$ cat config.mk
export PLATFORM = sky130hd
export DESIGN_NAME = bcra_ctrl
export DESIGN_NICKNAME = d
export VERILOG_FILES = /design/src/hdl/bcra_pkg.sv /design/src/hdl/bcra_ctrl.sv
export SDC_FILE = /design/constraint.sdc
export NUM_CORES = 1
export LEC_CHECK = 0
export BUFFER_PORTS_ARGS = -buffer_cell sky130_fd_sc_hd__buf_2
export CORE_AREA = 3 3 40 42
export CTS_CLUSTER_SIZE = 12
export DETAILED_ROUTE_END_ITERATION = 10
export DIE_AREA = 0 0 43 45
export PLACE_DENSITY = 0.65
export SETUP_SLACK_MARGIN = 0.4
export SLEW_MARGIN = 30
export SYNTH_ARGS = -nofsm -noshare
export SYNTH_HDL_FRONTEND = slang
export SYNTH_SLANG_ARGS = --single-unit
$ cat constraint.sdc
create_clock -name i_clk -period 1.8 [get_ports i_clk]
set_clock_uncertainty 0.15 [all_clocks]
set_input_delay 0.45 -clock i_clk [delete_from_list [all_inputs] [get_ports i_clk]]
set_output_delay 0.45 -clock i_clk [all_outputs]
set_load 0.005 [all_outputs]
$ cat src/hdl/bcra_pkg.sv
`default_nettype none

package bcra_pkg;

    localparam logic OP_LOAD    = 1'b0;
    localparam logic OP_RESERVE = 1'b1;

    typedef enum logic [1:0] {
        ST_OK       = 2'd0,
        ST_INVALID  = 2'd1,
        ST_NO_SPACE = 2'd2
    } t_status;

    typedef enum logic [3:0] {
        S_CLEAR,
        S_IDLE,
        S_START,
        S_SCAN,
        S_MARK_RD,
        S_MARK,
        S_RES_OK,
        S_RES_INVAL,
        S_RES_FULL
    } t_state;

    // Commands from the controller to the datapath.
    typedef struct packed {
        logic    clr_en;
        logic    load_en;
        logic    take_req;
        logic    start_en;
        logic    scan_en;
        logic    mark_first;
        logic    mark_en;
        logic    out_load;
        logic    commit_ok;
        t_status out_code;
    } t_cmd;

    // Status from the datapath to the controller.
    typedef struct packed {
        logic clr_last;
        logic req_zero;
        logic hint_bad;
        logic scan_ok;
        logic scan_fail;
        logic mark_last;
        logic out_free;
    } t_stat;

endpackage

`default_nettype wire

$ cat src/hdl/bcra_ctrl.sv
`default_nettype none

module bcra_ctrl (
    input  wire  logic            i_clk,
    input  wire  logic            i_rst_n,
    input  wire  logic            i_in_valid,
    input  wire  logic            i_operation,
    input  wire  bcra_pkg::t_stat i_stat,
    output logic                  o_in_ready,
    output bcra_pkg::t_cmd        o_cmd
);

    bcra_pkg::t_state r_state;
    bcra_pkg::t_state n_state;

    always_ff @(posedge i_clk) begin
        if (!i_rst_n) begin
            r_state <= bcra_pkg::S_CLEAR;
        end else begin
            r_state <= n_state;
        end
    end

    always_comb begin
        n_state = r_state;
        case (r_state)
            bcra_pkg::S_CLEAR: begin
                if (i_stat.clr_last) begin
                    n_state = bcra_pkg::S_IDLE;
                end
            end
            bcra_pkg::S_IDLE: begin
                if (i_in_valid && (i_operation == bcra_pkg::OP_RESERVE)) begin
                    n_state = i_stat.req_zero ? bcra_pkg::S_RES_INVAL : bcra_pkg::S_START;
                end
            end
            bcra_pkg::S_START: begin
                n_state = i_stat.hint_bad ? bcra_pkg::S_RES_FULL : bcra_pkg::S_SCAN;
            end
            bcra_pkg::S_SCAN: begin
                if (i_stat.scan_ok) begin
                    n_state = bcra_pkg::S_MARK_RD;
                end else if (i_stat.scan_fail) begin
                    n_state = bcra_pkg::S_RES_FULL;
                end
            end
            bcra_pkg::S_MARK_RD: begin
                n_state = bcra_pkg::S_MARK;
            end
            bcra_pkg::S_MARK: begin
                if (i_stat.mark_last) begin
                    n_state = bcra_pkg::S_RES_OK;
                end
            end
            bcra_pkg::S_RES_OK, bcra_pkg::S_RES_INVAL, bcra_pkg::S_RES_FULL: begin
                if (i_stat.out_free) begin
                    n_state = bcra_pkg::S_IDLE;
                end
            end
            default: begin
                n_state = bcra_pkg::S_CLEAR;
            end
        endcase
    end

    always_comb begin
        o_in_ready = 1'b0;
        o_cmd      = '0;
        o_cmd.out_code = bcra_pkg::ST_OK;
        case (r_state)
            bcra_pkg::S_CLEAR: begin
                o_cmd.clr_en = 1'b1;
            end
            bcra_pkg::S_IDLE: begin
                o_in_ready = 1'b1;
                if (i_in_valid) begin
                    o_cmd.load_en  = (i_operation == bcra_pkg::OP_LOAD);
                    o_cmd.take_req = (i_operation == bcra_pkg::OP_RESERVE);
                end
            end
            bcra_pkg::S_START: begin
                o_cmd.start_en = 1'b1;
            end
            bcra_pkg::S_SCAN: begin
                o_cmd.scan_en = 1'b1;
            end
            bcra_pkg::S_MARK_RD: begin
                o_cmd.mark_first = 1'b1;
            end
            bcra_pkg::S_MARK: begin
                o_cmd.mark_en = 1'b1;
            end
            bcra_pkg::S_RES_OK: begin
                o_cmd.out_load  = i_stat.out_free;
                o_cmd.commit_ok = i_stat.out_free;
                o_cmd.out_code  = bcra_pkg::ST_OK;
            end
            bcra_pkg::S_RES_INVAL: begin
                o_cmd.out_load = i_stat.out_free;
                o_cmd.out_code = bcra_pkg::ST_INVALID;
            end
            bcra_pkg::S_RES_FULL: begin
                o_cmd.out_load = i_stat.out_free;
                o_cmd.out_code = bcra_pkg::ST_NO_SPACE;
            end
            default: begin
                o_cmd = '0;
            end
        endcase
    end

endmodule

`default_nettype wire

======== Yosys cells after proc, flatten, opt, wreduce, memory -nomap -nowiden ========
Cells that the tools add are included.
operators by class
  bitwise operators ....................... 1
  mux-type cells .......................... 20
  reduce and logical (&&, ||, !) cells .... 4
  equal/unequal tests ..................... 13
operator list
  operator                                                                count
  4-bit two-way mux                                                       7
  4-bit one-hot mux with 7 select lines                                   1
  4-bit by 3-bit equality test with 1-bit output (second input constant)  4
  4-bit by 2-bit equality test with 1-bit output (second input constant)  2
  1-bit two-way mux                                                       8
  2-bit != test (second input constant)                                   3
  5-bit AND reduction                                                     1
  4-bit by 1-bit equality test with 1-bit output (second input constant)  1
  4-bit equality test (second input constant)                             1
  4-bit zero test                                                         1
  2-bit two-way mux                                                       2
  2-bit one-hot mux with 2 select lines                                   1
  3-bit two-way mux                                                       1
  3-bit != test (second input constant)                                   1
  3-bit OR reduction                                                      1
  2-bit by 1-bit != test with 1-bit output (second input constant)        1
  1-bit logical AND                                                       1
  1-bit NOT                                                               1
word-level totals
  logic and storage cells ................. 39
  flip-flop bits (word level) ............. 4
  bits of input ports ..................... 11
  output and inout bits ................... 12

======== Depth between registers and ports, before layout ========
  word-level depth ........................ 4
  mapped depth ............................ 6
  mapped depth without buffers ............ 4

======== Worst setup path before layout ========
OpenSTA, ideal clock, no wires.
  path type ............................... flip-flop to output port
  start point ............................. register r_state[0]
  end point ............................... output o_cmd[3] (netlist name)
  slack ................................... 0.209 ns
  required time ........................... 1.200 ns
  buffers on the path ..................... 1
  arrival time ............................ 0.991 ns
  stages on the path, launching flop included .. 4
  path through ............................ dfxtp_1 > buf_4 > nor4b_2 > o21a_1
RTL lines
  item                      line             RTL
  start: declaration        bcra_ctrl.sv:13  bcra_pkg::t_state r_state;
  start signal: assignment  bcra_ctrl.sv:18  r_state <= bcra_pkg::S_CLEAR;
  start signal: assignment  bcra_ctrl.sv:20  r_state <= n_state;
  end: declaration          bcra_ctrl.sv:10  output bcra_pkg::t_cmd o_cmd

==> results.md <==
* Max reg flops at 4
* Worst Path Max Fanout at 6
* Startpoint Class: flip-flop
* H-Tree Level Count at 1
* Synth Instances at 60
* Share of post-route cells with drive strength above 1 at 0.6337
* CP required at 1.20 ns
* Chip width at 43 um
* Post-Syn Nets at 71
* Worst IR Drop VDD at 0.0008856 V
* Total core area at 0.001285 mm2
* Routability cong. at 0.7399
* Yosys warnings at 0
* CP Class: flip-flop to output port
* Max Fclk at 551.0 MHz
* Routed vias at 592
* Worst-margin pin slew at 0.2684 ns
* GRT overflow at 0
* Top Registers: r_state x4
* Final WS setup at -0.01474 ns
* Pwr/cell area at 1506 mW/mm2
* Clock Pin Slew Worst Setup and Hold Paths at 0.04 ns
* Final antenna-violating net count at 0
* First-pass GRT wire length at 2270 um
* Failing checks: negative setup slack
* Leak at 0.4501 nW
* Number of setup violations in the final report at 2
* Finished Core Util at 0.6952
* Library cells used by synthesis at 34
* #FFs+latches synth at 4
* Slew headroom at 0.8203
* Pin count of the biggest net entering global routing at 9
* Final hold vios at 0
* Residual DRC count at 0
* Iteration-0 DRC Markers at 10
* Gr usage total at 0.1524
* TritonCTS clock tree: yes
* Avg Inst Size Synth at 8.091 um2
* Post-synth top cells: nand2_1 (6), dfxtp_1 (4), mux2i_1 (4), nor2_1 (4)
* Root buffer cell: clkbuf_4
* Final instance area at 893.4 um2
* Worst Path Arrival at 1.21 ns
* Vias per std cell at 5.103
* Clk buf depth at 2
* Fin nets at 114
* Outcome: finished, violations left
* MaxCap Viol Count at 0
* Antenna violations before repair at 0
* Rows at 13
* Area contributors post-synth: dfxtp_1 (16%), mux2i_1 (8.2%), nor4b_2 (6.2%)
* Clock sink count at 4
* EDFF count, synth at 0
* Final period util at 1.008
* Post-synth top flop: dfxtp_1
* # IOs at 23
* Place WS at 0.1370 ns
* Antenna cell count at 0
* Placed cell areas at 628.1 um2
* Clk Latency, worst-skew pair at 0.23 ns
* Seq/Total Area, Yosys at 0.1649
* Post-Syn Area at 485.5 um2
* DP HPWL at 828.7 um
* WL final at 1401 um
* Largest area contributor in the netlist: dfxtp_1
* Largest Register: r_state
* Count leader, synth: nand2_1
* Hold Path Class: primary input to flip-flop
* Yosys top cell area share at 0.1649
* Unrepaired setup endpoints after global routing: true
* Async set or reset register ratio after synthesis at 0
* Vias in the first global route at 556
* Final Max Slew Viols at 0
* CTS Buf Count at 3
* Area growth, synth to finish at 84.02%
* DR WL/cell at 12.08 um
* Initial Util at 0.3778
* Drt pass-1 iters at 4
* Critical Path Sink Type: output port
* Die Y at 45 um
* Final min period at 1.815 ns
* DIE AREA at 0.001935 mm2
* PortBufs at 22
[per-layer routing]
metal | vias up | global-route usage | routed length, um
li1 | 304 | - | -
met1 | 268 | 0.1590 | 607
met2 | 20 | 0.2994 | 700
met3 | 0 | 0.03187 | 93
met4 | 0 | 0.05422 | 0
met5 | - | 0 | 0
[kinds of logic (layout without fill, tap and decap cells)]
kind of cell           after synthesis  in the layout  synth area share
AOI/OAI and AO/OA                   11             11            0.1907
and+or+nand+nor                     34             34            0.4794
DFF                                  4              4            0.1650
buffers and inverters                7             48           0.08246
muxes                                4              4           0.08248
[critical path, cell delays in order (launching register included)]
cell and delay [ns]:
dfxtp_4 0.37, nor4b_4 0.32, and3_1 0.19, buf_2 0.10
[timing repair]
| action | 4_1_cts | 5_1_grt |
|---|---|---|
| resized for setup | 15 | 7 |
| hold buffers | 0 | 0 |
| cloned | 0 | 0 |
| endpoints found under the setup margin | 16 | 16 |
| buffers inserted | 17 | 3 |
| pin swaps | 10 | 6 |
[layout make-up]
class / instances / area [um2]
Clock buffer: 3 / 22.52
Fill cell: 99 / 391.6
Inverter: 2 / 7.507
Multi-Input combinational cell: 49 / 441.7
Sequential cell: 4 / 95.09
Tap cell: 15 / 18.77
Timing Repair Buffer: 43 / 307.8
[path summary, 6_finish.rpt]
kind,cells past startpoint,slack [ns],startpoint,to
setup reg to reg,6,0.09,r_state[1],r_state[0]
hold reg to reg,3,0.50,r_state[3],r_state[3]
setup / recovery,3,-0.01,r_state[2],o_cmd[8]
hold / removal,3,0.34,i_rst_n,r_state[0]
[through the flow]
| stage | TNS, ns | hold WS [ns] | total power [mW] | std cells |
|---|---|---|---|---|
| floorplan | 0 | 0.4253 | 0.7100 | 60 |
| global placement | 0 | 0.4179 | 0.8105 | 93 |
| detailed placement | 0 | 0.4195 | 0.8167 | 93 |
| CTS | -0.001080 | 0.3347 | 1.255 | 113 |
| global route | -0.2455 | 0.3500 | 1.442 | 116 |
| finish | -0.02000 | 0.3361 | 1.345 | 116 |
[cell usage in the layout (no fill, tap or decap), types with 3 or more instances in the layout]
master and instances:
nor2_1 4, buf_4 13, dfxtp_4 4, nand2_1 6, clkbuf_4 3, mux2i_1 4, buf_6 8, buf_2 21
[where the power goes]
group	internal (mW)	total [mW]	switching [mW]	leakage (nW)
clock	0.0744	0.108	0.0338	0.0138
combinational	0.599	1.01	0.410	0.401
sequential	0.144	0.229	0.0851	0.0356
total	0.817	1.35	0.529	0.450
Power figures use the tool's default switching activity.
